===== config.mk =====
export PLATFORM = sky130hd
export DESIGN_NAME = abp_back
export DESIGN_NICKNAME = d
export VERILOG_FILES = /design/src/abp_pkg.sv /design/src/abp_back.sv
export SDC_FILE = /design/constraint.sdc
export NUM_CORES = 2
export LEC_CHECK = 0
export BUFFER_PORTS_ARGS = -buffer_cell sky130_fd_sc_hd__buf_2
export CAP_MARGIN = 25
export CORE_ASPECT_RATIO = 1.4
export CORE_MARGIN = 10
export CORE_UTILIZATION = 60
export DETAILED_ROUTE_END_ITERATION = 8
export PLACE_DENSITY_LB_ADDON = 0.05
export SETUP_SLACK_MARGIN = 0.3
export SYNTH_ARGS = -nofsm -noshare
export SYNTH_HDL_FRONTEND = slang
export SYNTH_SLANG_ARGS = --single-unit
export TNS_END_PERCENT = 50

===== constraint.sdc =====
create_clock -name clock -period 23.6 [get_ports clock]
set_input_delay 1.18 -clock clock [delete_from_list [all_inputs] [get_ports clock]]
set_output_delay 1.18 -clock clock [all_outputs]
set_load 0.1 [all_outputs]

===== src/abp_pkg.sv =====
// Shared types, constants and the fixed-point interpolation function of the Bezier plotter.
package abp_pkg;

   localparam int COORD_W = 10;
   localparam int FRAC_W = 16;
   localparam int POS_W = COORD_W + FRAC_W;
   localparam int T_W = 17;
   localparam int PIX_W = 12;
   localparam int INTEN_W = 8;
   localparam int NUM_PTS = 4;
   localparam int NUM_WRITES = 9;
   localparam int K_W = 4;
   localparam int Q_DEPTH = 4;
   localparam int Q_PTR_W = 2;
   localparam int REG_IDX_W = 3;
   localparam int DEFAULT_CANVAS_SIZE = 1024;
   localparam int CANVAS_CMP_W = 13;

   // Widths of the distance and weight arithmetic.
   localparam int D_W = 20;
   localparam int SQ_W = 35;
   localparam int D2_W = 36;
   localparam int W_W = 17;
   localparam int WW_W = 34;
   localparam int SCALE_W = 42;
   localparam int INT_TOP_W = 10;

   localparam logic [T_W-1:0] T_ONE = 17'h1_0000;
   localparam logic [D2_W-1:0] D2_LIM = 36'h8_0000_0000;
   localparam logic [INTEN_W-1:0] FULL_INTENSITY = 8'd255;
   localparam logic [INTEN_W-1:0] ZERO_INTENSITY = 8'd0;

   localparam logic [K_W-1:0] FIRST_K = 4'd0;
   localparam logic [K_W-1:0] BASE_K = 4'd1;
   localparam logic [K_W-1:0] LAST_K = 4'd8;

   // Neighborhood write order, column and row offsets from the base pixel.
   localparam logic signed [1:0] OFF_X [NUM_WRITES] = '{
      2'sd0, 2'sd0, 2'sd0, -2'sd1, -2'sd1, -2'sd1, 2'sd1, 2'sd1, 2'sd1};
   localparam logic signed [1:0] OFF_Y [NUM_WRITES] = '{
      -2'sd1, 2'sd0, 2'sd1, -2'sd1, 2'sd0, 2'sd1, -2'sd1, 2'sd0, 2'sd1};

   typedef enum logic [REG_IDX_W-1:0] {
      REG_P0_X = 3'd0,
      REG_P0_Y = 3'd1,
      REG_P1_X = 3'd2,
      REG_P1_Y = 3'd3,
      REG_P2_X = 3'd4,
      REG_P2_Y = 3'd5,
      REG_P3_X = 3'd6,
      REG_P3_Y = 3'd7
   } reg_idx_type;

   typedef logic [NUM_PTS-1:0][COORD_W-1:0] ctrl_type;

   typedef struct packed {
      logic [POS_W-1:0] x;
      logic [POS_W-1:0] y;
   } point_type;

   typedef struct packed {
      logic      valid;
      point_type pt;
   } point_msg_type;

   // One interpolation level: a + floor(t * (b - a) / 2^16).
   function automatic logic [POS_W-1:0] lerp(input logic [POS_W-1:0] a,
                                             input logic [POS_W-1:0] b,
                                             input logic [T_W-1:0] t);
      logic signed [POS_W:0] diff;
      logic signed [POS_W+T_W+1:0] prod;
      diff = signed'({1'b0, b}) - signed'({1'b0, a});
      prod = (POS_W+T_W+2)'(diff) * (POS_W+T_W+2)'(signed'({1'b0, t}));
      prod = prod >>> FRAC_W;
      return a + prod[POS_W-1:0];
   endfunction

endpackage


===== src/abp_back.sv =====
// Back end: walks the nine neighborhood pixels of each point and computes their intensities.
module abp_back
   import abp_pkg::*;
(
   input  logic                      clock,
   input  logic                      reset,
   input  point_msg_type             head,
   output logic                      pop,
   output logic                      rsp_valid,
   input  logic                      rsp_ready,
   output logic signed [PIX_W-1:0]   rsp_pixel_x,
   output logic signed [PIX_W-1:0]   rsp_pixel_y,
   output logic [INTEN_W-1:0]        rsp_intensity,
   output logic                      rsp_last_write
);

   logic                      adv, load;

   // Sequencer.
   logic                      busy_ff;
   logic [K_W-1:0]            k_ff;
   point_type                 pt_ff;

   // Offset stage.
   logic                      s1_valid_ff, s1_base_ff, s1_last_ff;
   logic signed [PIX_W-1:0]   s1_cx_ff, s1_cy_ff, s1_cx_in, s1_cy_in;
   logic signed [D_W-1:0]     s1_dx_ff, s1_dy_ff, s1_dx_in, s1_dy_in;
   logic [FRAC_W-1:0]         frac_x, frac_y;
   logic                      low_x, low_y;
   logic signed [1:0]         off_x, off_y;

   // Square stage.
   logic                      s2_valid_ff, s2_base_ff, s2_last_ff;
   logic signed [PIX_W-1:0]   s2_cx_ff, s2_cy_ff;
   logic signed [2*D_W-1:0]   s2_sqx_in, s2_sqy_in;
   logic [SQ_W-1:0]           s2_sqx_ff, s2_sqy_ff;

   // Weight stage.
   logic                      s3_valid_ff, s3_base_ff, s3_last_ff, s3_far_ff;
   logic signed [PIX_W-1:0]   s3_cx_ff, s3_cy_ff;
   logic [D2_W-1:0]           s3_d2_in, s3_rem_in;
   logic [W_W-1:0]            s3_w_ff;

   // Weight square stage.
   logic                      s4_valid_ff, s4_base_ff, s4_last_ff, s4_far_ff;
   logic signed [PIX_W-1:0]   s4_cx_ff, s4_cy_ff;
   logic [WW_W-1:0]           s4_ww_ff;

   // Output register.
   logic                      rsp_valid_ff, rsp_last_ff;
   logic signed [PIX_W-1:0]   rsp_x_ff, rsp_y_ff;
   logic [INTEN_W-1:0]        rsp_inten_ff, inten_in;
   logic [SCALE_W-1:0]        scaled;

   assign adv = !rsp_valid_ff || rsp_ready;
   assign load = adv && (!busy_ff || (k_ff == LAST_K));
   assign pop = load && head.valid;

   always_ff @(posedge clock) begin
      if (reset) begin
         busy_ff <= 1'b0;
         k_ff <= FIRST_K;
      end else if (adv) begin
         if (load) begin
            busy_ff <= head.valid;
            k_ff <= FIRST_K;
         end else begin
            k_ff <= k_ff + 1'b1;
         end
      end
   end

   always_ff @(posedge clock) begin
      if (pop) begin
         pt_ff <= head.pt;
      end
   end

   // Base pixel is floor minus one when the fraction is below one half.
   always_comb begin
      frac_x = pt_ff.x[FRAC_W-1:0];
      frac_y = pt_ff.y[FRAC_W-1:0];
      low_x = !frac_x[FRAC_W-1];
      low_y = !frac_y[FRAC_W-1];
      off_x = OFF_X[k_ff];
      off_y = OFF_Y[k_ff];
      s1_cx_in = PIX_W'(pt_ff.x[POS_W-1:FRAC_W]) - PIX_W'(low_x) + PIX_W'(off_x);
      s1_cy_in = PIX_W'(pt_ff.y[POS_W-1:FRAC_W]) - PIX_W'(low_y) + PIX_W'(off_y);
      s1_dx_in = (D_W'(off_x) <<< FRAC_W) + D_W'(32'h8000) - D_W'(frac_x)
                 - (low_x ? D_W'(32'h1_0000) : D_W'(0));
      s1_dy_in = (D_W'(off_y) <<< FRAC_W) + D_W'(32'h8000) - D_W'(frac_y)
                 - (low_y ? D_W'(32'h1_0000) : D_W'(0));
   end

   assign s2_sqx_in = s1_dx_ff * s1_dx_ff;
   assign s2_sqy_in = s1_dy_ff * s1_dy_ff;

   assign s3_d2_in = D2_W'(s2_sqx_ff) + D2_W'(s2_sqy_ff);
   assign s3_rem_in = D2_LIM - s3_d2_in;

   always_comb begin
      scaled = (SCALE_W'(s4_ww_ff) << 8) - SCALE_W'(s4_ww_ff);
      if (s4_base_ff) begin
         inten_in = FULL_INTENSITY;
      end else if (s4_far_ff) begin
         inten_in = ZERO_INTENSITY;
      end else if (scaled[SCALE_W-1:SCALE_W-INT_TOP_W] > INT_TOP_W'(FULL_INTENSITY)) begin
         inten_in = FULL_INTENSITY;
      end else begin
         inten_in = scaled[SCALE_W-INT_TOP_W+INTEN_W-1:SCALE_W-INT_TOP_W];
      end
   end

   always_ff @(posedge clock) begin
      if (reset) begin
         s1_valid_ff <= 1'b0;
         s2_valid_ff <= 1'b0;
         s3_valid_ff <= 1'b0;
         s4_valid_ff <= 1'b0;
         rsp_valid_ff <= 1'b0;
      end else if (adv) begin
         s1_valid_ff <= busy_ff;
         s2_valid_ff <= s1_valid_ff;
         s3_valid_ff <= s2_valid_ff;
         s4_valid_ff <= s3_valid_ff;
         rsp_valid_ff <= s4_valid_ff;
      end
   end

   always_ff @(posedge clock) begin
      if (adv) begin
         s1_cx_ff <= s1_cx_in;
         s1_cy_ff <= s1_cy_in;
         s1_dx_ff <= s1_dx_in;
         s1_dy_ff <= s1_dy_in;
         s1_base_ff <= (k_ff == BASE_K);
         s1_last_ff <= (k_ff == LAST_K);

         s2_cx_ff <= s1_cx_ff;
         s2_cy_ff <= s1_cy_ff;
         s2_base_ff <= s1_base_ff;
         s2_last_ff <= s1_last_ff;
         s2_sqx_ff <= s2_sqx_in[SQ_W-1:0];
         s2_sqy_ff <= s2_sqy_in[SQ_W-1:0];

         s3_cx_ff <= s2_cx_ff;
         s3_cy_ff <= s2_cy_ff;
         s3_base_ff <= s2_base_ff;
         s3_last_ff <= s2_last_ff;
         s3_far_ff <= (s3_d2_in >= D2_LIM);
         s3_w_ff <= s3_rem_in[D2_W-1:D2_W-W_W];

         s4_cx_ff <= s3_cx_ff;
         s4_cy_ff <= s3_cy_ff;
         s4_base_ff <= s3_base_ff;
         s4_last_ff <= s3_last_ff;
         s4_far_ff <= s3_far_ff;
         s4_ww_ff <= WW_W'(s3_w_ff) * WW_W'(s3_w_ff);

         rsp_x_ff <= s4_cx_ff;
         rsp_y_ff <= s4_cy_ff;
         rsp_inten_ff <= inten_in;
         rsp_last_ff <= s4_last_ff;
      end
   end

   assign rsp_valid = rsp_valid_ff;
   assign rsp_pixel_x = rsp_x_ff;
   assign rsp_pixel_y = rsp_y_ff;
   assign rsp_intensity = rsp_inten_ff;
   assign rsp_last_write = rsp_last_ff;

endmodule


* After elaboration in Yosys (flattened, before gate mapping)
Memory sizes are Yosys's and may differ from the RTL's. Index checks and enable logic that the tools add are counted.
Operators by class: $lt $le $gt $ge 3, bitwise logic cells 1, shift-type cells 0, muxes and demuxes 9, add/sub/neg operators 14, div/mod/pow operators 0, reduce and logical (&&, ||, !) cells 9, multiply operators 3, equality and inequality tests 2
Operators by type and width (number):
- 20-bit by 20-bit multiplier with 35-bit output | 2
- 42-bit by 34-bit subtractor with 42-bit output | 1
- 19-bit by 17-bit subtractor with 20-bit output | 2
- 20-bit by 17-bit subtractor with 20-bit output | 2
- 18-bit by 17-bit adder with 19-bit output (second input constant) | 2
- 35-bit by 35-bit adder with 36-bit output | 1
- 36-bit >= comparator (second input constant) | 1
- 36-bit subtractor (first input constant) | 1
- 17-bit by 17-bit multiplier with 34-bit output | 1
- 17-bit two-way mux | 2
- 11-bit by 2-bit adder with 12-bit output | 2
- 10-bit by 1-bit subtractor with 11-bit output | 2
- 8-bit two-way mux | 2
- 10-bit by 8-bit greater-than comparator with 1-bit output (second input constant) | 1
- 2-bit two-way mux | 4
- 5-bit >= comparator (second input constant) | 1
- 4-bit NOT with 5-bit output | 1
- 4-bit by 1-bit adder with 4-bit output (second input constant) | 1
- 4-bit by 1-bit == test with 1-bit output (second input constant) | 1
- 4-bit == test (second input constant) | 1
- 1-bit logical NOT | 4
- 4-bit two-way mux | 1
- 1-bit logical AND | 2
- 1-bit logical OR | 2
- 2-bit AND reduction | 1
Word-level totals: bits of input ports 56, bits in writable memories 0, bits in registers 362, latch bits 0, memories kept 2, memory bits (read-only) 64
Memory list:
- (no name shown) | words 16, bits a word 2, read ports 1, clocked after memory_dff 0, write ports 0, line abp_back.sv:86 | off_y = OFF_Y[k_ff];
- (no name shown) | words 16, bits a word 2, read ports 1, clocked after memory_dff 0, write ports 0, line abp_back.sv:85 | off_x = OFF_X[k_ff];

* Logic depth before layout (Yosys ltp)
word-level depth 7, mapped depth 28, depth with buffers taken out 27

* Least setup slack after synthesis
No wires, ideal clock.
kind input port to flip-flop, start point input rsp_ready, end point register rsp_inten_ff[0] (netlist: rsp_intensity[0]) (enable), required time 21101 ps, slack 13984 ps, setup time 2499 ps, arrival time 7117 ps, cell stages on the path 3, cells stage by stage nor2b_1 > clkbuf_1 > clkinv_1
Between the ends: cells in the longest elaborated chain, start to end 1
Ends and longest elaborated chain:
- start: declaration | line abp_back.sv:10 | input logic rsp_ready,
- 1-bit logical OR | line abp_back.sv:55 | assign adv = !rsp_valid_ff || rsp_ready;
- via adv | line abp_back.sv:17 | logic adv, load;
- end signal: assignment | line abp_back.sv:162 | rsp_inten_ff <= inten_in;
- end: declaration | line abp_back.sv:52 | logic [INTEN_W-1:0] rsp_inten_ff, inten_in;
The timed path passes the listed nets, and every way through them passes these cells. A chain may end at the register's enable or synchronous reset.

* Worst setup path in the final report
start point register s1_dy_ff[2], end point register s2_sqy_ff[34], data pin
Between the ends: cells in the longest elaborated chain, start to end 1
Ends and longest elaborated chain:
- start: declaration | line abp_back.sv:27 | logic signed [D_W-1:0] s1_dx_ff, s1_dy_ff, s1_dx_in, s1_dy_in;
- start signal: assignment | line abp_back.sv:135 | s1_dy_ff <= s1_dy_in;
- 20-bit by 20-bit multiplier with 35-bit output | line abp_back.sv:96 | assign s2_sqy_in = s1_dy_ff * s1_dy_ff;
- via s2_sqy_in[34] | line abp_back.sv:35 | logic signed [2*D_W-1:0] s2_sqx_in, s2_sqy_in;
- end signal: assignment | line abp_back.sv:144 | s2_sqy_ff <= s2_sqy_in[SQ_W-1:0];
- end: declaration | line abp_back.sv:36 | logic [SQ_W-1:0] s2_sqx_ff, s2_sqy_ff;
The timed path passes the listed nets, and every way through them passes these cells.

==> results.rst <==
.. list-table::
   :header-rows: 1

   * - Metric
     - Value
   * - Run status
     - finished clean
   * - Final critical-path setup slack
     - between 15000 and 20000 ps
   * - Vertical die dimension
     - approximately 360 um
   * - Gr usage total
     - 0.233
   * - Final number of setup-violating endpoints
     - 0
   * - Via count
     - ~31000
   * - Initial antenna violation count
     - 1
   * - Clock skew after layout
     - about 67 ps
   * - Final number of max-transition violations
     - 0
   * - Final period util
     - 0.342
   * - Leading register cell type out of synthesis
     - edfxtp_1
   * - Max stage delay cell, worst path
     - edfxtp_1
   * - Worst slew margin relative to its limit
     - 0.305
   * - Post-CTS Setup Inserts
     - 0
   * - Worst setup EP type
     - register
   * - Cell-by-cell trace of the critical path
     - inv_1 -> nor2_1 -> fa_1 -> fa_1 -> inv_1 -> fa_1 -> inv_1 -> fa_1 -> fa_1 -> fa_1 -> inv_1 -> fa_1 -> inv_1 -> ha_1 -> nand2_1 -> inv_1 -> nor4_1 -> a211oi_1 -> o311ai_0 -> a21oi_1 -> a31oi_1 -> o21ai_0 -> a21oi_1 -> xnor2_1
   * - Number of register bits inferred by synthesis
     - ~360
   * - Pre-CTS setup slack
     - around 15000 ps
   * - Number of DRC markers in iteration 0
     - about 1300
   * - Async set or reset register ratio after synthesis
     - 0
   * - Clock latency on the worst-skew pair
     - about 630 ps
   * - Remaining routing DRC violations
     - 0
   * - Sequential share of the synthesized area
     - 0.218
   * - Peak fanout along the critical path
     - 19
   * - Final critical path time including I/O delays and setup
     - approximately 8100 ps
   * - Width of the die
     - between 200 and 300 um
   * - Area of the core
     - roughly 81000 um^2
   * - RSZ-0062 raised after global routing
     - false
   * - CTS sink count
     - ~360
   * - CTS max path bufs
     - 3
   * - Starting utilization of the core area
     - 0.607
   * - Inserted Diodes
     - 0
   * - Worst path max stage delay
     - 870 ps
   * - Number of CTS-inserted buffers
     - 42
   * - Highest attainable clock frequency
     - about 0.12 GHz
   * - DPL Wire Length
     - ~85 mm
   * - Worst EP arrival
     - 8420 ps
   * - Clock-pin slew of the registers on the worst-case setup and hold paths
     - about 60 ps
   * - IO Port Bufs
     - 90
   * - Hold_buf cts
     - 0
   * - Vias per cell
     - around 5.3
   * - Critical path startpoint category
     - register
   * - Final weighted congestion in routability-driven placement
     - between 0.9 and 1
   * - Count of fill cells added during filler insertion
     - 6659
   * - Class of the most critical setup path
     - register to register
   * - Net count reported at finish
     - between 6000 and 7000
   * - Global-route wire length before repair
     - about 170 mm
   * - Setup TNS after final layout
     - 0 ps
   * - Remaining antenna violation count after routing
     - 0
   * - Cell type with the highest occurrence count on the critical path
     - fa_1
   * - Mapped Avg Cell Area
     - between 10 and 15 um^2
   * - First-pass iteration count of the detailed router
     - 5
   * - End-of-flow core utilization
     - 0.644
   * - Site Rows
     - 123
   * - Root cell of the clock tree
     - clkbuf_16
   * - Relative area change from synthesis to final layout
     - 6.02%
   * - Required time of the critical path
     - 23950 ps
   * - Hold/Removal Path Class
     - register to register
   * - Average wire per standard cell
     - 17.6 um
   * - I/O pin count
     - between 90 and 100
   * - Synthesized instance count
     - between 4000 and 5000
   * - Worst Hold Slack
     - slightly below 400 ps
   * - Count of flip-flops with a built-in enable after synthesis
     - 349
   * - MaxCap Viol Count
     - 0
   * - Synthesized cell area
     - 49000 um^2
   * - Number of distinct library cells after synthesis
     - 82
   * - Number of endpoints with negative hold slack in the final report
     - 0
   * - CTS H-tree depth
     - 2
   * - Fraction of final layout cells with drive strength greater than 1
     - 0.0438
   * - Total number of yosys warnings
     - 0
   * - Pin count of the biggest net entering global routing
     - 97
   * - TritonCTS clock tree
     - built
   * - Remaining global-route overflow
     - 0
   * - Number of resized instances in the post-cts repair step
     - 0
   * - Number of global-route vias before repair
     - approximately 35000
   * - Post-Syn Nets
     - roughly 6000
   * - Full die area
     - between 90000 and 100000 um^2
   * - Final routed wirelength across all metal layers
     - around 100 mm
   * - Slew at the pin closest to its max-slew limit
     - roughly 1000 ps
[path summary, 6_finish.rpt]
path / start / end / slack [ps] / depth (start not counted)
worst max-delay path: s1_dy_ff[2] / s2_sqy_ff[34] / 15530 / 24
worst min-delay path: s3_cy_ff[2] / s4_cy_ff[2] / 390 / 0
worst max register to register: s1_dy_ff[2] / s2_sqy_ff[34] / 15530 / 24
worst min register to register: s3_cy_ff[2] / s4_cy_ff[2] / 390 / 0
[synth_stat cells, types with 13 or more instances]
cell,number,area (um^2)
or2_2,13,81.3
o21ai_0,76,380
a21oi_1,152,761
nor2_1,140,526
o21a_1,27,203
a211oi_1,14,105
and3_1,19,119
clkbuf_1,107,402
xnor2_1,183,1600
nand3_1,23,115
nor2b_1,52,325
xor2_1,68,596
inv_1,1230,4620
nand2_1,365,1370
or3_1,14,87.6
a21o_1,71,533
and2_1,225,1410
edfxtp_1,349,10500
nor3_1,28,140
nand2b_1,26,163
ha_1,434,5430
fa_1,876,17500
nor4_1,13,81.3
nand4_1,16,100
o21bai_1,30,225
[routing by layer]
layer | part of all wire | GRT usage
met5 | 0.000087 | 0
met4 | 0.046 | 0.0975
met3 | 0.035 | 0.0307
met2 | 0.56 | 0.452
met1 | 0.36 | 0.247
[through the flow]
| stage | cell area (um^2) | std cells |
|---|---|---|
| floorplan | 49000 | 4722 |
| global placement | 50500 | 5784 |
| detailed placement | 50500 | 5784 |
| CTS | 51900 | 5858 |
| global route | 51900 | 5858 |
| finish | 51900 | 5858 |
[cells by family (layout without fill, tap and decap cells)]
logic type	after synthesis	after routing	synth area share
buffers and inverters	1341	1415	0.103
AND/OR/NAND/NOR	973	973	0.0994
multiplexers	7	7	0.00151
adder cells (fa/ha/maj)	1310	1310	0.469
AO/OA/AOI/OAI	481	481	0.0642
XOR/XNOR	251	251	0.0449
flip-flops	359	359	0.218
[critical path, delay by kind of cell (launching register included)]
kind            cells  cell delay [ps]
flops               1              870
compound gates      6             1940
buf+inv             6              550
xor+xnor            1              100
simple gates        3              670
fa+ha+maj           8             3730
[flip-flops by register name, indices dropped and copies added (netlist names), 16 cells and up]
name,cells
s2_sqy_ff,34
pt_ff,20
s1_dx_ff,20
s3_w_ff,17
s2_sqx_ff,34
frac_x,16
s4_ww_ff,33
s1_dy_ff,20
frac_y,16
[placed cells by master (no fill, tap or decap), types with 30 or more instances in the layout]
cell	synthesis	routed
ha_1	434	434
nand2_1	365	365
o21bai_1	30	30
fa_1	876	876
nor2_1	140	140
o21ai_0	76	76
and2_1	225	224
buf_2	0	90
xnor2_1	183	183
inv_1	1230	1230
clkbuf_16	0	42
edfxtp_1	349	349
xor2_1	68	68
nor2b_1	52	52
a21oi_1	152	152
a21o_1	71	71
[cell type report]
type                            count  area, um^2  area share
Multi-Input combinational cell   3022       33300       0.641
Clock buffer                       46        1070      0.0205
Inverter                         1231        4630      0.0892
Tap cell                         1062        1330      0.0256
Timing Repair Buffer              110         601      0.0116
Clock inverter                     28         354     0.00682
Sequential cell                   359       10700       0.206
Power is not shown: default switching activity piles up to over one toggle a cycle in this logic, so the estimate is an artifact.
