--- config.mk ---
export PLATFORM = sky130hd
export DESIGN_NAME = abp_queue
export DESIGN_NICKNAME = d
export VERILOG_FILES = /design/src/abp_pkg.sv /design/src/abp_queue.sv
export SDC_FILE = /design/constraint.sdc
export NUM_CORES = 1
export LEC_CHECK = 0
export BUFFER_PORTS_ARGS = -buffer_cell sky130_fd_sc_hd__buf_2
export CAP_MARGIN = 20
export CELL_PAD_IN_SITES_DETAIL_PLACEMENT = 0
export CELL_PAD_IN_SITES_GLOBAL_PLACEMENT = 1
export CORE_MARGIN = 2
export CORE_UTILIZATION = 45
export CTS_BUF_LIST = sky130_fd_sc_hd__clkbuf_16
export DETAILED_ROUTE_END_ITERATION = 12
export HOLD_SLACK_MARGIN = 0.08
export PLACE_DENSITY_LB_ADDON = 0.08
export SYNTH_ARGS = -nofsm -noshare
export SYNTH_HDL_FRONTEND = slang
export SYNTH_SLANG_ARGS = --single-unit
--- constraint.sdc ---
create_clock -name clock -period 2.6 [get_ports clock]
set_input_delay 0.13 -clock clock [delete_from_list [all_inputs] [get_ports clock]]
set_output_delay 0.13 -clock clock [all_outputs]
set_load 0.02 [all_outputs]
--- src/abp_pkg.sv ---
// Shared types, constants and the fixed-point interpolation function of the Bezier plotter.
package abp_pkg;

   localparam int COORD_W = 10;
   localparam int FRAC_W = 16;
   localparam int POS_W = COORD_W + FRAC_W;
   localparam int T_W = 17;
   localparam int PIX_W = 12;
   localparam int INTEN_W = 8;
   localparam int NUM_PTS = 4;
   localparam int NUM_WRITES = 9;
   localparam int K_W = 4;
   localparam int Q_DEPTH = 4;
   localparam int Q_PTR_W = 2;
   localparam int REG_IDX_W = 3;
   localparam int DEFAULT_CANVAS_SIZE = 1024;
   localparam int CANVAS_CMP_W = 13;

   // Widths of the distance and weight arithmetic.
   localparam int D_W = 20;
   localparam int SQ_W = 35;
   localparam int D2_W = 36;
   localparam int W_W = 17;
   localparam int WW_W = 34;
   localparam int SCALE_W = 42;
   localparam int INT_TOP_W = 10;

   localparam logic [T_W-1:0] T_ONE = 17'h1_0000;
   localparam logic [D2_W-1:0] D2_LIM = 36'h8_0000_0000;
   localparam logic [INTEN_W-1:0] FULL_INTENSITY = 8'd255;
   localparam logic [INTEN_W-1:0] ZERO_INTENSITY = 8'd0;

   localparam logic [K_W-1:0] FIRST_K = 4'd0;
   localparam logic [K_W-1:0] BASE_K = 4'd1;
   localparam logic [K_W-1:0] LAST_K = 4'd8;

   // Neighborhood write order, column and row offsets from the base pixel.
   localparam logic signed [1:0] OFF_X [NUM_WRITES] = '{
      2'sd0, 2'sd0, 2'sd0, -2'sd1, -2'sd1, -2'sd1, 2'sd1, 2'sd1, 2'sd1};
   localparam logic signed [1:0] OFF_Y [NUM_WRITES] = '{
      -2'sd1, 2'sd0, 2'sd1, -2'sd1, 2'sd0, 2'sd1, -2'sd1, 2'sd0, 2'sd1};

   typedef enum logic [REG_IDX_W-1:0] {
      REG_P0_X = 3'd0,
      REG_P0_Y = 3'd1,
      REG_P1_X = 3'd2,
      REG_P1_Y = 3'd3,
      REG_P2_X = 3'd4,
      REG_P2_Y = 3'd5,
      REG_P3_X = 3'd6,
      REG_P3_Y = 3'd7
   } reg_idx_type;

   typedef logic [NUM_PTS-1:0][COORD_W-1:0] ctrl_type;

   typedef struct packed {
      logic [POS_W-1:0] x;
      logic [POS_W-1:0] y;
   } point_type;

   typedef struct packed {
      logic      valid;
      point_type pt;
   } point_msg_type;

   // One interpolation level: a + floor(t * (b - a) / 2^16).
   function automatic logic [POS_W-1:0] lerp(input logic [POS_W-1:0] a,
                                             input logic [POS_W-1:0] b,
                                             input logic [T_W-1:0] t);
      logic signed [POS_W:0] diff;
      logic signed [POS_W+T_W+1:0] prod;
      diff = signed'({1'b0, b}) - signed'({1'b0, a});
      prod = (POS_W+T_W+2)'(diff) * (POS_W+T_W+2)'(signed'({1'b0, t}));
      prod = prod >>> FRAC_W;
      return a + prod[POS_W-1:0];
   endfunction

endpackage

--- src/abp_queue.sv ---
// Short point queue that decouples the curve evaluator from the pixel writer.
module abp_queue
   import abp_pkg::*;
(
   input  logic           clock,
   input  logic           reset,
   input  point_msg_type  push,
   input  logic           pop,
   output logic           full,
   output point_msg_type  head
);

   point_type            mem_ff [Q_DEPTH];
   logic [Q_PTR_W-1:0]   wr_ptr_ff, rd_ptr_ff;
   logic [Q_PTR_W:0]     count_ff, count_in;
   logic                 do_push, do_pop;

   assign full = (count_ff == (Q_PTR_W+1)'(Q_DEPTH));
   assign do_push = push.valid && !full;
   assign do_pop = pop && (count_ff != '0);

   always_comb begin
      count_in = count_ff;
      if (do_push && !do_pop) begin
         count_in = count_ff + 1'b1;
      end else if (do_pop && !do_push) begin
         count_in = count_ff - 1'b1;
      end
   end

   always_ff @(posedge clock) begin
      if (reset) begin
         wr_ptr_ff <= '0;
         rd_ptr_ff <= '0;
         count_ff <= '0;
      end else begin
         if (do_push) begin
            wr_ptr_ff <= wr_ptr_ff + 1'b1;
         end
         if (do_pop) begin
            rd_ptr_ff <= rd_ptr_ff + 1'b1;
         end
         count_ff <= count_in;
      end
   end

   always_ff @(posedge clock) begin
      if (do_push) begin
         mem_ff[wr_ptr_ff] <= push.pt;
      end
   end

   assign head.valid = (count_ff != '0);
   assign head.pt = mem_ff[rd_ptr_ff];

endmodule

# After elaboration in Yosys (flattened, before gate mapping)
# Memory sizes are Yosys's and may differ from the RTL's. A register that Yosys moved wholly into a read port is not among the register bits.
# Cells that the tools add are included.
dict set report totals {
  n_memories 1
  out_inout_bits 54
  word_cells 24
  romBits 0
  ff_bits 7
  inputBits 56
  ramBits 208
  latch_bits 0
}
dict set report op_classes {
  shifts 0
  eq_ne 1
  n_div 0
  mul 0
  n_bitwise 0
  reduce_logical 9
  n_lt_le_gt_ge 0
  muxes 6
  addsub 4
}
# name depth word_bits read_ports rd_clocked_by_memory_dff wr line
set memory_table {}
lappend memory_table {mem_ff 4 52 1 1 1 abp_queue.sv:13} ;# point_type mem_ff [Q_DEPTH];
# cell n
set op_table {}
lappend op_table {{3-bit 2-to-1 mux} 2}
lappend op_table {{2-bit by 1-bit adder with 2-bit output, second input constant} 2}
lappend op_table {{1-bit logical AND} 4}
lappend op_table {{2-bit 2-to-1 mux} 2}
lappend op_table {{3-bit by 1-bit adder with 3-bit output, second input constant} 1}
lappend op_table {{3-bit == test, second input constant} 1}
lappend op_table {{1-bit logical NOT} 3}
lappend op_table {{3-bit nonzero test} 1}
lappend op_table {{3-bit by 1-bit subtractor with 3-bit output, second input constant} 1}
lappend op_table {{1-bit 2-to-1 mux} 2}
lappend op_table {{2-bit nonzero test} 1}

# Logic depth before layout (Yosys ltp)
# Gate-level depths: netlist of run 1.
dict set report depth {
  depth_word 7
  depth_mapped 8
}

# Worst setup path after synthesis of run 1
# No wires, ideal clock.
dict set report synth_path {
  kind {register to register}
  startpoint {register count_ff[0]}
  endpoint {memory mem_ff[2][0] (netlist bit) (enable)}
  t_required_ns 2.185
  synth_period_minus_slack_ns 2.542
  t_arrival_ns 2.127
  slack_ns 0.058
  path_stages_with_launch 4
  cell_sequence {dfxtp_1 -> nor3b_2 -> nor2_1 -> and2_1}
}
dict set report synth_between {
  elab_chain_cells 5
}
# item line
set synth_rtl {}
lappend synth_rtl {{start: declaration} abp_queue.sv:15} ;# logic [Q_PTR_W:0] count_ff, count_in;
lappend synth_rtl {{start signal: assignment} abp_queue.sv:43} ;# count_ff <= count_in;
lappend synth_rtl {{3-bit == test} abp_queue.sv:18} ;# assign full = (count_ff == (Q_PTR_W+1)'(Q_DEPTH));
lappend synth_rtl {{net full} abp_queue.sv:9} ;# output logic full,
lappend synth_rtl {{1-bit logical NOT} abp_queue.sv:19} ;# assign do_push = push.valid && !full;
lappend synth_rtl {{1-bit logical AND} abp_queue.sv:19}
lappend synth_rtl {{net do_push} abp_queue.sv:16} ;# logic do_push, do_pop;
lappend synth_rtl {{1-bit 2-to-1 mux} abp_queue.sv:48} ;# if (do_push) begin
lappend synth_rtl {{1-bit 2-to-1 mux (not written as such)} abp_queue.sv:49} ;# mem_ff[wr_ptr_ff] <= push.pt;
lappend synth_rtl {{end: declaration} abp_queue.sv:13}
# The timed path passes the listed nets, and every way through them passes these cells.

==> results.md, run 1 <==
- Yosys Warn Count: 0
- Initial Util: 0.463
- Mux share of post-synthesis cell area: 0.149
- Final worst setup slack: 286 ps
- Worst hold start: push[52]
- Min Tclk post-route: 2310 ps
- VDD IR max: 535 uV
- Synthesized instance count: 320
- Status: completed
- Xor and xnor area share after synthesis: 0.00436
- DRT iter0 DRCs: 218
- Met3 routed WL: 664 um
- Most frequent cell after synthesis: edfxtp_1
- Post-synth top area share: 0.778
- Resized Gates After CTS: 0
- Ports: 110
- Total grt overflow: 0
- Die H: 138 um
- Most frequent cells after synthesis: edfxtp_1 (208), mux4_2 (51), dfxtp_1 (9)
- Crit-path cells: buf_4 -> mux4_1 -> buf_2
- Clk_lat worst skew: 490 ps
- Pin count of the biggest net entering global routing: 37
- Area grow syn2layout: 25.4%
- Unrepaired setup endpoints after global routing: false
- Mapped cell area: 8030 um2
- H-Tree Depth: 1
- Cell row count: 48
- Max layer used: met4
- Synth Area in Simple Gates: 0.0114
- Mean Syn Cell Area: 25.1 um2
- Postcts setup bufs: 0
- Worst-path clk slew: 60 ps
- Via count: 3819
- Final WL: 14500 um
- Crit end category: output port
- Final Hold Fails: 0
- Die extent in x: 138 um
- Setup CP Type: reg2out
- Flops & latches, synth: 217
- Power consumption: 9.59 mW
- Routability cong.: 0.679
- Initial antenna violation count: 0
- Placed cells: 653
- TritonCTS sink count: 217
- Main combinational cell family by area after synthesis: multiplexers
- Least-Margin Pin Slew: 494 ps
- Diode count: 0
- IO buf count: 109
- Worst slack, placed: 356 ps
- Post-route insts no fill: 747
- Largest area contributor in the netlist: edfxtp_1
- Syn nets: 382
- CP startpoint kind: flop
- Core area: 17400 um2
- Synth Flop Type: edfxtp_1
- Pwr per Cell Area: 952 nW/um2
- Tcrit/Tclk final: 0.890
- Top area cells in the synthesized netlist: edfxtp_1 (78%), mux4_2 (14%), dfxtp_1 (2.2%)
- Yosys cell types: 22
- Crit-path slowest cell: mux4_1
- CTS tree: done
- Max Cap Viol: 0
- Finish-stage setup viols: 0
- CTS Hold Buffers Added: 55
- Min-delay worst type: in2reg
- Compound-Gate Fraction of Synth Area: 0.00514
- Routed length per instance: 19.4 um
- First-pass DRT Iterations: 4
- Met2 Routed Length: 7460 um
- Fill cells: 1323
- Crit Path Max Fanout: 16
- Worst r2r src: count_ff[0]$_SDFFE_PP0P_
- Flop2flop setup slack: 350 ps
- Max Slew Vio Count: 0
- Adder-Cell Fraction of Synth Area: 0.0103
- Leak: 3.47 nW
- CTS Buf Count: 23
- Routed Antenna Nets: 0
- Tot GR Track Use: 0.156
- Max_slew headroom: 0.671
- Hpwl dp: 8440 um
- R2r worst-path depth: 8
- Global-route wire length before repair: 21800 um
- CTS Buffer Depth: 3
- Setup TNS Final: 0 ps
- Arrival time at the worst endpoint: 2180 ps
- Min-Delay Path Depth: 4
- Root buffer cell: clkbuf_16
- Die ar.: 18900 um2
- CP peak stage delay: 580 ps
- WL met1: 6050 um
- Number of synthesized flops with an enable pin: 208
- Vias in the first global route: 4074
- Worst EP required: 2470 ps
- Via density: 5.11
- Share of post-route cells with drive strength above 1: 0.395
- Async SR Flop Fraction: 0
- Worst Clk Skew: 10.7 ps
- Sequential share of the synthesized area: 0.800
- Hold endpoint: wr_ptr_ff[1]$_SDFFE_PP0P_
- Number of remaining DRC errors: 0
- Fmax: 432 MHz
- Post-layout nets: 570
- RR Endpoint: count_ff[2]$_SDFFE_PP0P_
## sequential cells by signal (all words and copies together) (netlist names), named ones only
name / flops
mem_ff: 208
wr_ptr_ff: 2
count_ff: 3
rd_ptr_ff: 2
## layer usage
layer  vias up  track usage
met5         -            0
met4         0       0.0481
met3        25       0.0280
met2        79        0.274
met1      1988        0.198
li1       1727            -
## kinds of logic after synthesis
| family | after synthesis |
|---|---|
| DFF | 217 |
| and+or+nand+nor | 16 |
| xor gates and xnor gates | 4 |
| adders and majority gates | 6 |
| buffers and inverters | 17 |
| muxes | 54 |
| AOI/OAI and AO/OA | 6 |
## how the worst max path moves through the flow
stage                              from                        to  slack, ps  cells past startpoint
2_1_floorplan  count_ff[0]$_SDFFE_PP0P_    mem_ff[2][0]$_DFFE_PP_         60                      3
3_3_place_gp   count_ff[0]$_SDFFE_PP0P_  count_ff[2]$_SDFFE_PP0P_        400                      8
3_5_place_dp   count_ff[0]$_SDFFE_PP0P_  count_ff[2]$_SDFFE_PP0P_        360                      8
4_1_cts                            flop                  head[46]        190                      3
5_1_grt                            flop                  head[46]        130                      3
6_report                           flop                  head[46]        290                      3
## metrics by stage
step / util / cell area [um2] / hold slack, ps
detailed placement: 0.511 / 8880 / 347
floorplan: - / 8030 / 229
finish: 0.580 / 10100 / 106
global route: 0.580 / 10100 / 127
CTS: 0.580 / 10100 / 87.6
global placement: 0.511 / 8880 / 340
## cells in the final DEF, fill, tap and decap left out, types with 3 or more instances in the layout
master / instances
clkinv_1: 8
dfxtp_1: 7
edfxtp_1: 208
and2_2: 4
nor2_1: 6
mux4_2: 51
inv_1: 9
xor2_1: 4
clkbuf_16: 23
ha_1: 5
buf_12: 5
buf_2: 109
buf_4: 7
dlygate4sd3_1: 55
or3_1: 3
## worst max-delay path: cells and delay by family, from the launching register on
| kind | cells | cell delay [ps] |
|---|---|---|
| multiplexers | 1 | 580 |
| buffers and inverters | 2 | 530 |
| flip-flops | 1 | 570 |
## area by class of cell
| class | count | area [um2] | share of cell area |
|---|---|---|---|
| clock buffers | 23 | 576 | 0.0572 |
| clock inverters | 16 | 67.6 | 0.00671 |
| inverters | 4 | 15.0 | 0.00149 |
| multi-input cells | 86 | 1450 | 0.144 |
| flip-flops and latches | 217 | 6430 | 0.639 |
| well taps | 225 | 282 | 0.0280 |
| repair buffers | 176 | 1250 | 0.124 |
## power breakdown
part           total (mW)  leakage (nW)  switching, mW  internal [mW]
combinational        2.41          1.16           1.32           1.10
sequential           4.38          1.98          0.169           4.21
clock                2.80         0.335           1.21           1.59
No activity file was read; power rests on OpenSTA's default activity.
==> run 2, diff against run 1 <==
- ABC_AREA: default -> 1
- CORE_UTILIZATION: 45 -> 43
==> results.md, run 2 <==
- Status: completed (unchanged)
- Async SR Flop Fraction: 0 (unchanged)
- Crit-path leading delay family: buffers and inverters (was multiplexers)
- Flop2flop setup slack: 690 ps (was 350 ps)
- Most frequent cells after synthesis: edfxtp_1 (208), o21ai_0 (91), nor2_1 (78) (was edfxtp_1 (208), mux4_2 (51), dfxtp_1 (9))
- Tot GR Track Use: 0.168 (was 0.156)
- Max reg flops: 208 (unchanged)
- Postcts setup bufs: 0 (unchanged)
- H-Tree Depth: 1 (unchanged)
- CTS tree: done (unchanged)
- TritonCTS sink count: 217 (unchanged)
- Routability cong.: 0.709 (was 0.679)
- Crit Path Max Fanout: 26 (was 16)
- Largest area contributor in the netlist: edfxtp_1 (unchanged)
- Resized Gates After CTS: 0 (unchanged)
- Power consumption: 10.4 mW (was 9.59 mW)
- Via density: 4.95 (was 5.11)
- Sequential share of the synthesized area: 0.735 (was 0.800)
- Worst path bufs/invs: 3 (was 2)
- Crit-path cells: inv_6 -> buf_4 -> o21ai_0 -> o22ai_1 -> buf_2 (was buf_4 -> mux4_1 -> buf_2)
- Area grow syn2layout: 24.0% (was 25.4%)
- DRT iter0 DRCs: 221 (was 218)
- Total grt overflow: 0 (unchanged)
- Die H: 147 um (was 138 um)
- Number of synthesized flops with an enable pin: 208 (unchanged)
- CTS Hold Buffers Added: 56 (was 55)
- CP peak stage delay: 370 ps (was 580 ps)
- Most frequent cell after synthesis: edfxtp_1 (unchanged)
- Pin count of the biggest net entering global routing: 105 (was 37)
- Post-route insts no fill: 1027 (was 747)
- Crit end category: output port (unchanged)
- Flops & latches, synth: 217 (unchanged)
- Initial antenna violation count: 0 (unchanged)
- CP startpoint kind: flop (unchanged)
- Finish-stage setup viols: 0 (unchanged)
- Min Tclk post-route: 2150 ps (was 2310 ps)
- Final Hold Fails: 0 (unchanged)
- Pwr per Cell Area: 960 nW/um2 (was 952 nW/um2)
- Final WL: 18000 um (was 14500 um)
- Max_slew headroom: 0.577 (was 0.671)
- Arrival time at the worst endpoint: 2020 ps (was 2180 ps)
- Most common cell after layout, fill and taps aside: edfxtp_1 (unchanged)
- Worst hold start: push[16] (was push[52])
- Die ar.: 21500 um2 (was 18900 um2)
- Number of remaining DRC errors: 0 (unchanged)
- Root buffer cell: clkbuf_16 (unchanged)
- Placed cell area: 9590 um2 (was 8880 um2)
- CTS Buf Count: 22 (was 23)
- Worst EP required: 2470 ps (about the same)
- Share of post-route cells with drive strength above 1: 0.313 (was 0.395)
- VDD IR max: 524 uV (was 535 uV)
- Top area cells in the synthesized netlist: edfxtp_1 (71%), o22ai_2 (5.4%), o21ai_0 (5.2%) (was edfxtp_1 (78%), mux4_2 (14%), dfxtp_1 (2.2%))
- Biggest regs: mem_ff (208), count_ff (3) (unchanged)
- Worst Clk Skew: 3.53 ps (was 10.7 ps)
- Routed Antenna Nets: 0 (unchanged)
- Core area: 20100 um2 (was 17400 um2)
- Syn nets: 633 (was 382)
- Max Slew Vio Count: 0 (unchanged)
- Yosys Warn Count: 0 (unchanged)
- Ports: 110 (unchanged)
- Post-route cell area: 10800 um2 (was 10100 um2)
- Leak: 3.80 nW (was 3.47 nW)
- Mean Syn Cell Area: 15.3 um2 (was 25.1 um2)
- CTS Buffer Depth: 3 (unchanged)
- R2r worst-path depth: 13 (was 8)
- Via count: 5085 (was 3819)
- Post-synth top area share: 0.715 (was 0.778)
- Tcrit/Tclk final: 0.825 (was 0.890)
- Yosys cell types: 23 (was 22)
- Least-Margin Pin Slew: 634 ps (was 494 ps)
- Cell row count: 52 (was 48)
- Global-route wire length before repair: 28100 um (was 21800 um)
- Fmax: 466 MHz (was 432 MHz)
- First-pass DRT Iterations: 4 (unchanged)
- Placed cells: 933 (was 653)
- Unrepaired setup endpoints after global routing: false (unchanged)
- Synthesized instance count: 571 (was 320)
- Synth Flop Type: edfxtp_1 (unchanged)
- Worst-path clk slew: 60 ps (about the same)
- Mapped cell area: 8740 um2 (was 8030 um2)
- Max Cap Viol: 0 (unchanged)
- Post-layout nets: 805 (was 570)
- Setup TNS Final: 0 ps (unchanged)
- Min-Delay Path Depth: 2 (was 4)
- Worst r2r src: count_ff[0]$_SDFFE_PP0P_ (unchanged)
- Diode count: 0 (unchanged)
- Reg with most FFs: mem_ff (unchanged)
- Die extent in x: 147 um (was 138 um)
- Hold endpoint: mem_ff[1][16]$_DFFE_PP_ (was wr_ptr_ff[1]$_SDFFE_PP0P_)
- Routed length per instance: 17.5 um (was 19.4 um)
- Setup CP Type: reg2out (unchanged)
- Hpwl dp: 10000 um (was 8440 um)
- Fin util: 0.539 (was 0.580)
- IO buf count: 109 (unchanged)
- Vias in the first global route: 5261 (was 4074)
- RR Endpoint: count_ff[2]$_SDFFE_PP0P_ (unchanged)
- Commonest non-fill, non-tap cells in the layout: edfxtp_1 (208), buf_2 (109), o21ai_0 (91), nor2_1 (74), dlygate4sd3_1 (56) (was edfxtp_1 (208), buf_2 (109), dlygate4sd3_1 (55), mux4_2 (51), clkbuf_16 (23))
- Min-delay worst type: in2reg (unchanged)
- Clk_lat worst skew: 500 ps (was 490 ps)
- Crit-path slowest cell: dfxtp_4 (was mux4_1)
- Initial Util: 0.435 (was 0.463)
[run 2: cell type report]
type / count / area, um2
inverter: 17 / 68.8
sequential: 217 / 6430
clock buffer: 23 / 576
multi-input combinational: 305 / 2040
timing repair buffer: 180 / 1270
fill: 1670 / 9270
tap: 270 / 338
clock inverter: 15 / 111
[run 2: cell families after synthesis]
logic type               Yosys count  synth area share
flip-flops                       217             0.735
adder cells (fa/ha/maj)            6           0.00945
AO/OA/AOI/OAI                    160             0.126
XOR/XNOR                           1           0.00100
buffers and inverters             49            0.0346
AND/OR/NAND/NOR                  138            0.0935
[run 2: power breakdown]
group | switching, mW | internal [mW]
Sequential | 0.112 | 4.25
Combinational | 2.05 | 0.994
Clock | 1.22 | 1.78
Total | 3.38 | 7.03
[run 2: how the worst max path moves through the flow]
stage / to / slack (ps) / depth (start not counted)
after detailed placement: count_ff[2]$_SDFFE_PP0P_ / 680 / 13
after floorplan: mem_ff[0][0]$_DFFE_PP_ / -700 / 4
final: head[17] / 450 / 5
after global routing: head[22] / 300 / 4
after CTS: head[17] / 410 / 5
after global placement: count_ff[2]$_SDFFE_PP0P_ / 810 / 13
[run 2: per-layer routing]
| metal | track usage | part of all wire | up-vias |
|---|---|---|---|
| met5 | 0 | 0 | - |
| met4 | 0.0393 | 0.016 | 0 |
| met3 | 0.0347 | 0.049 | 26 |
| met2 | 0.286 | 0.49 | 101 |
| met1 | 0.223 | 0.45 | 2496 |
| li1 | - | - | 2462 |
[run 2: per-stage QoR]
stage	worst slack, ps	hold WS [ps]
after detailed placement	680	348
after CTS	406	357
after floorplan	-702	199
final	454	383
after global routing	304	366
after global placement	806	339
==> run 3, diff against run 2 <==
- CORE_UTILIZATION: 43 -> 48
- clock period: 2.6 -> 2.07 ns (I/O delays scaled with it)
==> results.md, run 3 (same netlist as run 2, synthesis figures left out) <==
- Core area: 17900 um2 (was 20100 um2)
- Finish-stage setup viols: 0 (unchanged)
- Diode count: 0 (unchanged)
- Pint: 8.71 mW (was 7.03 mW)
- Sequential Power Share: 0.426 (was 0.420)
- Via count: 5192 (was 5085)
- Ports: 110 (unchanged)
- Setup CP Type: reg2out (unchanged)
- Max reg flops: 208 (unchanged)
- Worst hold start: push[22] (was push[16])
- Crit Path Max Fanout: 22 (was 26)
- Status: completed (unchanged)
- H-Tree Depth: 1 (unchanged)
- Pin count of the biggest net entering global routing: 40 (was 105)
- VDD IR max: 702 uV (was 524 uV)
- Die H: 139 um (was 147 um)
- Most common cell after layout, fill and taps aside: edfxtp_1 (unchanged)
- Initial antenna violation count: 0 (unchanged)
- Unrepaired setup endpoints after global routing: true (was false)
- Routed length per instance: 17.7 um (was 17.5 um)
- Pwr per Cell Area: 1190 nW/um2 (was 960 nW/um2)
- Setup TNS Final: 0 ps (unchanged)
- Total grt overflow: 0 (unchanged)
- Clock share of power: 0.269 (was 0.288)
- Root buffer cell: clkbuf_16 (unchanged)
- Clk_lat worst skew: 490 ps (was 500 ps)
- Crit end category: output port (unchanged)
- R2r worst-path depth: 13 (unchanged)
- Worst Clk Skew: 13.5 ps (was 3.53 ps)
- Least-Margin Pin Slew: 286 ps (was 634 ps)
- Worst-path clk slew: 60 ps (about the same)
- CTS Buffer Depth: 3 (unchanged)
- Power consumption: 13.0 mW (was 10.4 mW)
- First-pass DRT Iterations: 6 (was 4)
- Die ar.: 19300 um2 (was 21500 um2)
- Routed Antenna Nets: 0 (unchanged)
- Via density: 5.22 (was 4.95)
- Max_slew headroom: 0.810 (was 0.577)
- Final Hold Fails: 0 (unchanged)
- Post-layout nets: 813 (was 805)
- Max Slew Vio Count: 0 (unchanged)
- CP startpoint kind: flop (unchanged)
- Area grow syn2layout: 24.8% (was 24.0%)
- Leak: 3.85 nW (was 3.80 nW)
- Vias in the first global route: 5312 (was 5261)
- Min-delay worst type: in2reg (unchanged)
- Final WL: 17700 um (was 18000 um)
- Fmax: 502 MHz
- Worst r2r src: count_ff[0]$_SDFFE_PP0P_ (unchanged)
- Hold endpoint: mem_ff[3][22]$_DFFE_PP_ (was mem_ff[1][16]$_DFFE_PP_)
- Sw Ratio: 0.328 (was 0.325)
- Min Tclk post-route: 1990 ps
- Worst EP required: 1970 ps (was 2470 ps)
- Hpwl dp: 10400 um (was 10000 um)
- Number of remaining DRC errors: 0 (unchanged)
- Switching Power: 4.26 mW (was 3.38 mW)
- Global-route wire length before repair: 27600 um (was 28100 um)
- Cell row count: 49 (was 52)
- Hold slack: 352 ps (was 383 ps)
- Comb pwr share: 0.304 (was 0.292)
- Min-Delay Path Depth: 2 (unchanged)
- Max Cap Viol: 0 (unchanged)
- Arrival time at the worst endpoint: 1890 ps (was 2020 ps)
- Initial Util: 0.488 (was 0.435)
- Flop2flop setup slack: 180 ps (was 690 ps)
- DRT iter0 DRCs: 289 (was 221)
- TritonCTS sink count: 217 (unchanged)
- Biggest regs: mem_ff (208), count_ff (3) (unchanged)
- Share of post-route cells with drive strength above 1: 0.320 (was 0.313)
- Reg with most FFs: mem_ff (unchanged)
- Commonest non-fill, non-tap cells in the layout: edfxtp_1 (208), buf_2 (109), o21ai_0 (91), nor2_1 (74), dlygate4sd3_1 (55) (was edfxtp_1 (208), buf_2 (109), o21ai_0 (91), nor2_1 (74), dlygate4sd3_1 (56))
- Tcrit/Tclk final: 0.962
- RR Endpoint: count_ff[2]$_SDFFE_PP0P_ (unchanged)
- IO buf count: 109 (unchanged)
- Routability cong.: 0.778 (was 0.709)
- Tot GR Track Use: 0.182 (was 0.168)
- CTS Buf Count: 22 (unchanged)
- CTS tree: done (unchanged)
- Die extent in x: 139 um (was 147 um)
-- run 3: changes by cell type in the layout (fill, tap and decap cells not counted), moves of 2 or more --
cell,before,now
buf_4,11,9
clkinv_1,5,8
bufinv_16,2,0
buf_12,4,11
buf_6,0,3
-- run 3: final cells by class --
cell class,count,area (um2)
Clock inverter,16,63.8
Clock buffer,23,576
Sequential cell,217,6430
Timing Repair Buffer,188,1430
Multi-Input combinational cell,305,2040
Fill cell,1388,7000
Tap cell,229,287
Inverter,17,71.3
-- run 3: how the worst max path moves through the flow --
stage | cells past startpoint | slack [ps] | to | startpoint
2_1_floorplan | 4 | -410 | mem_ff[0][0]$_DFFE_PP_ | count_ff[0]$_SDFFE_PP0P_
3_5_place_dp | 13 | 200 | count_ff[2]$_SDFFE_PP0P_ | count_ff[0]$_SDFFE_PP0P_
4_1_cts | 4 | 3 | head[15] | flop
3_3_place_gp | 13 | 290 | count_ff[2]$_SDFFE_PP0P_ | count_ff[0]$_SDFFE_PP0P_
5_1_grt | 5 | -3 | head[18] | flop
6_report | 5 | 80 | head[18] | flop
-- run 3: timing repair --
| action | in CTS | in global routing |
|---|---|---|
| hold buffers | 55 | 0 |
| resized for setup | 4 | 2 |
| setup buffers | 1 | 3 |
| endpoints found under the hold margin | 217 | 0 |
| setup endpoints to repair | 49 | 26 |
-- run 3: critical path, cell delays in order (launching register included) --
cell	delay (ps)
dfxtp_4	420
inv_8	230
buf_12	250
o21ai_0	100
o22ai_1	170
buf_2	200
-- run 3: power groups by stage --
stage                     clock, mW  sequential (mW)  combinational, mW
after floorplan                   0             5.56               2.69
after global placement            0             5.63               3.73
after detailed placement          0             5.65               3.81
after CTS                      3.59             5.55               3.97
after global routing           3.75             5.57               4.29
final                          3.49             5.53               3.95
-- run 3: metrics by stage --
stage	cell area, um2	worst slack (ps)	utilization	instances
4_1_cts	10900	2.97	0.607	992
3_3_place_gp	9660	292	0.540	897
3_5_place_dp	9660	198	0.540	897
5_1_grt	10900	-2.86	0.609	995
2_1_floorplan	8750	-410	-	571
6_report	10900	78.9	0.609	995
-- run 3: routing by layer --
layer  GRT usage  part of all wire  vias up
met5           0                 0        -
met4      0.0452             0.015        0
met3      0.0359             0.050       18
met2       0.327              0.51      118
met1       0.226              0.42     2566
li1            -                 -     2490
